--- config.mk ---
export PLATFORM = sky130hd
export DESIGN_NAME = lmrf_ctrl
export DESIGN_NICKNAME = d
export VERILOG_FILES = /design/src/design/lmrf_pkg.sv /design/src/design/lmrf_ctrl.sv
export SDC_FILE = /design/constraint.sdc
export NUM_CORES = 1
export LEC_CHECK = 0
export BUFFER_PORTS_ARGS = -buffer_cell sky130_fd_sc_hd__buf_2
export CAP_MARGIN = 20
export CORE_AREA = 3 3 40 42
export CTS_CLUSTER_SIZE = 14
export DETAILED_ROUTE_END_ITERATION = 12
export DIE_AREA = 0 0 43 45
export REMOVE_ABC_BUFFERS = 1
export SLEW_MARGIN = 10
export SYNTH_ARGS = -nofsm -noshare
export SYNTH_HDL_FRONTEND = slang
export SYNTH_SLANG_ARGS = --single-unit
--- constraint.sdc ---
create_clock -name i_clk -period 3.2 [get_ports i_clk]
set_input_delay 0.96 -clock i_clk [delete_from_list [all_inputs] [get_ports i_clk]]
set_output_delay 0.96 -clock i_clk [all_outputs]
set_load 0.05 [all_outputs]
--- src/design/lmrf_pkg.sv ---
// Shared types and constants for the label map rectangle fill block.
// Used by lmrf_ctrl, lmrf_dp and label_map_rect_fill_top; depends on nothing else.

package lmrf_pkg;

    // Default geometry and label width.
    localparam int DEF_MAX_COLS   = 256;
    localparam int DEF_MAX_ROWS   = 256;
    localparam int DEF_LABEL_BITS = 8;

    // Fixed field widths of the ports.
    localparam int OP_W      = 2;
    localparam int MODE_W    = 2;
    localparam int POS_W     = 9;
    localparam int DIM_W     = 9;
    localparam int CFG_IDX_W = 1;
    localparam int OUT_LBL_W = 8;

    // Command codes.
    localparam logic [OP_W-1:0] OP_FILL   = 2'd0;
    localparam logic [OP_W-1:0] OP_FINISH = 2'd1;
    localparam logic [OP_W-1:0] OP_QUERY  = 2'd2;

    // Fill modes.
    localparam logic [MODE_W-1:0] MODE_WRITE   = 2'd0;
    localparam logic [MODE_W-1:0] MODE_IF_FREE = 2'd1;
    localparam logic [MODE_W-1:0] MODE_CLEAR   = 2'd2;

    // Configuration register indexes.
    localparam logic [CFG_IDX_W-1:0] CFG_COLS = 1'd0;
    localparam logic [CFG_IDX_W-1:0] CFG_ROWS = 1'd1;

    // Commands from the controller to the datapath.
    typedef struct packed {
        logic load;     // capture a command beat
        logic setup;    // form the row base address
        logic step;     // visit one cell of the rectangle
        logic rd_query; // read the queried cell
        logic clr;      // clear one cell after reset
        logic bump;     // advance the current label
        logic emit;     // load the result register
    } t_cmd;

    // Status from the datapath to the controller.
    typedef struct packed {
        logic clr_last;
        logic is_fill;
        logic is_finish;
        logic query_ok;
        logic rect_empty;
        logic fill_last;
        logic out_free;
    } t_sts;

endpackage

--- src/design/lmrf_ctrl.sv ---
// Controller state machine for the label map rectangle fill block.
// Depends on lmrf_pkg for the command and status structs.

module lmrf_ctrl (
    input  logic            i_clk,
    input  logic            i_rst_n,
    input  logic            i_valid,
    input  lmrf_pkg::t_sts  i_sts,
    output lmrf_pkg::t_cmd  o_cmd,
    output logic            o_stall
);

    localparam logic [2:0] S_CLEAR = 3'd0;
    localparam logic [2:0] S_IDLE  = 3'd1;
    localparam logic [2:0] S_SETUP = 3'd2;
    localparam logic [2:0] S_FILL  = 3'd3;
    localparam logic [2:0] S_QRD   = 3'd4;
    localparam logic [2:0] S_RESP  = 3'd5;

    logic [2:0] r_state;
    logic [2:0] n_state;

    // Next state and command decode.
    always_comb begin
        n_state = r_state;
        o_cmd   = '0;
        unique case (r_state)
            S_CLEAR: begin
                o_cmd.clr = 1'b1;
                if (i_sts.clr_last) begin
                    n_state = S_IDLE;
                end
            end
            S_IDLE: begin
                if (i_valid) begin
                    o_cmd.load = 1'b1;
                    n_state    = S_SETUP;
                end
            end
            S_SETUP: begin
                o_cmd.setup = 1'b1;
                if (i_sts.is_fill && !i_sts.rect_empty) begin
                    n_state = S_FILL;
                end else if (i_sts.query_ok) begin
                    n_state = S_QRD;
                end else begin
                    n_state = S_RESP;
                end
            end
            S_FILL: begin
                o_cmd.step = 1'b1;
                if (i_sts.fill_last) begin
                    n_state = S_RESP;
                end
            end
            S_QRD: begin
                o_cmd.rd_query = 1'b1;
                n_state        = S_RESP;
            end
            S_RESP: begin
                if (i_sts.out_free) begin
                    o_cmd.emit = 1'b1;
                    o_cmd.bump = i_sts.is_finish;
                    n_state    = S_IDLE;
                end
            end
            default: begin
                n_state = S_IDLE;
            end
        endcase
    end

    // State register; reset starts the clearing pass.
    always_ff @(posedge i_clk) begin
        if (!i_rst_n) begin
            r_state <= S_CLEAR;
        end else begin
            r_state <= n_state;
        end
    end

    // Input beats are taken only while idle.
    assign o_stall = (r_state != S_IDLE);

endmodule

==> flow_summary_export.csv <==
group,metric,value,unit
run_status,status,"finished, final reports clean",
floorplanning,fp.dieW,43,um
cts,cts_tree,"done",
finish,drive_above_1_share,0.357,
setup_path,end_kind,"output port",
sta,finalCritPeriodShare,0.795,
synthesis,synth_top_family_by_area,"simple AND/OR/NAND/NOR gates",
cts,htree_levels,1,
cts,cts_buffers,3,
setup_path,cp_slowest_cell,"buf_2",
setup_path,startpoint_type,"input port",
detailed_routing,avgRoutedWirePerCell,9.69,um
placed_design,dpl.hpwl,524,um
detailed_routing,routed_via_density,4.49,
detailed_routing,post-route-drc-count,0,
power_and_ir_drop,total_power,0.218,mW
setup_path,critPathBufInv,2,
synthesis,synthAdderAreaFrac,0,
power_and_ir_drop,switchingPower,0.0964,mW
floorplanning,core,1280,um2
synthesis,syn_area,273,um2
global_route,grt_max_degree,14,
setup_path,cp_common_cell,"buf_2",
synthesis,synth_compound_area_frac,0.248,
cts,clock_sinks,3,
synthesis,synth_xor_area_frac,0,
cts,clk_pin_slew_worst_paths,0.04,ns
min_path,min_path_type,"reg2reg",
detailed_routing,vias,319,
placed_design,place.gp.congestion,0.786,
detailed_routing,ant_nets,0,
finish,synthToLayoutAreaGrowth,43.1,%
finish,final_common_cell,"buf_2",
finish,top_regs,"r_state x3",
sta,rsz0062_at_grt,"no",
sta,fin_worst_skew,0.00400,ns
placed_design,io_buffers,17,
power_and_ir_drop,p_seq_frac,0.260,
sta,hold_viol,0,
sta,whs,0.581,ns
setup_path,cpPeakStageDelay,0.25,ns
power_and_ir_drop,internal-power,0.122,mW
power_and_ir_drop,power.share.combinational,0.439,
cts,post-cts-setup-buffers,0,
synthesis,synthMuxAreaShare,0.0367,
setup_path,critPathTopFamily,"buffers and inverters",
global_route,overflow,0,
cts,clockBufferDepth,2,
power_and_ir_drop,clkPwrFrac,0.301,
finish,num_antenna_cells,0,
setup_path,worstPathRequired,2.24,ns
synthesis,synthSimpleGateAreaFrac,0.408,
synthesis,syn_inst,37,
detailed_routing,firstDrtPassIters,4,
setup_path,critPathKind,"in2out",
global_route,grt_usage,0.0757,
setup_path,cp.arrival,1.59,ns
run,cap_viol_max_count,0,
setup_path,path_cells,"buf_2 -> nand2_1 -> nor2_1 -> and2_1 -> buf_2",
synthesis,synth_seq_area_share,0.220,
synthesis,syn_avg_cell_area,7.37,um2
power_and_ir_drop,ir_worst_vdd,0.312,mV
global_route,grt_pass1_wl,1120,um
global_route,grt_pass1_vias,267,
floorplanning,die_area,1940,um2
finish,regMostFlops,"r_state",
synthesis,ys_ff_latch,3,
setup_path,path_max_fanout,2,
floorplanning,initial_utilization,0.212,
sta,fin_crit,2.55,ns
power_and_ir_drop,leakage,0.200,nW
sta,report.final.slew_viol_count,0,
sta,setup_viol,0,
cts,root_buffer,"clkbuf_4",
power_and_ir_drop,swShare,0.442,
sta,fmax,393,MHz
cts,ctsHoldBuffers,0,
sta,finalSetupTns,0,ns
sta,worst_pin_slew,0.396,ns
global_route,antenna_found_initial,0,
detailed_routing,drt_iter0_markers,12,
cts,cts_resized,0,
power_and_ir_drop,p_per_area,558,nW/um2
finish,finalNetCount,67,
detailed_routing,drt_wl_total,688,um
floorplanning,ioPinCount,18,
synthesis,ys_types,24,
floorplanning,std_cell_rows,13,
cts,clock_latency,0.23,ns
synthesis,ys_warn_count,0,
finish,largest_reg_flops,3,
sta,max-slew-margin-rel,0.735,
floorplanning,die_h,45,um
==> worst register-to-register path: cells and delay by family (launching register included) <==
| kind | cells | cell delay [ns] |
|---|---|---|
| mux | 1 | 0.16 |
| flops | 1 | 0.55 |
| compound gates | 2 | 0.55 |
==> logic make-up after synthesis <==
kind of cell           after synthesis
buffers and inverters                5
AND/OR/NAND/NOR                     19
multiplexers                         1
AO/OA/AOI/OAI                        9
flip-flops                           3
==> metal layers <==
metal | vias up | track usage | share of wire
met3 | 0 | 0.0558 | 0.14
li1 | 175 | - | -
met4 | 0 | 0 | 0
met5 | - | 0 | 0
met1 | 128 | 0.113 | 0.53
met2 | 16 | 0.0898 | 0.33
==> cells in the mapped netlist (all sizes together) <==
| library cell | instances | area share |
|---|---|---|
| nand2 | 2 | 0.028 |
| mux2i | 1 | 0.037 |
| o211a | 1 | 0.037 |
| nor3 | 3 | 0.055 |
| nand4b | 1 | 0.032 |
| or4 | 1 | 0.028 |
| buf | 2 | 0.046 |
| and3 | 1 | 0.023 |
| a21o | 1 | 0.028 |
| and2 | 2 | 0.046 |
| nor2b | 2 | 0.046 |
| a221oi | 1 | 0.032 |
| a32oi | 1 | 0.032 |
| a31oi | 1 | 0.023 |
| a211o | 1 | 0.032 |
| nor2 | 3 | 0.041 |
| nor4bb | 1 | 0.037 |
| dfxtp | 3 | 0.22 |
| o21ai | 2 | 0.037 |
| and2b | 1 | 0.028 |
| inv | 3 | 0.041 |
| o211ai | 1 | 0.028 |
| nand2b | 2 | 0.046 |
==> final timing paths <==
path                                 start          to  slack (ns)  cells after the start
worst max-delay path              i_sts[0]    o_cmd[1]        0.65                      5
worst min-delay path            r_state[2]  r_state[2]        0.58                      2
worst max register to register  r_state[1]  r_state[0]        1.84                      3
worst min register to register  r_state[2]  r_state[2]        0.58                      2
==> cell type report <==
cell class	instances	area (um2)
Fill cell	151	895
Multi-Input combinational cell	29	189
Timing Repair Buffer	17	85.1
Sequential cell	3	60.1
Clock buffer	4	26.3
Tap cell	15	18.8
Inverter	3	11.3
==> stage by stage <==
stage	util	instance area, um2	setup slack, ns	cells
after floorplan	-	260	0.00419	35
after global placement	0.283	364	0.660	67
after detailed placement	0.283	364	0.645	67
after CTS	0.304	390	0.643	71
after global routing	0.304	390	0.568	71
final	0.304	390	0.654	71
==> power by group through the flow <==
stage / Clock [mW] / Combinational (mW) / Sequential (mW)
2_1_floorplan: 0 / 0.0748 / 0.0534
3_3_place_gp: 0 / 0.0961 / 0.0571
3_5_place_dp: 0 / 0.0961 / 0.0574
4_1_cts: 0.0696 / 0.0962 / 0.0568
5_1_grt: 0.0722 / 0.103 / 0.0590
6_report: 0.0657 / 0.0956 / 0.0566
No activity file was read; power rests on OpenSTA's default activity.
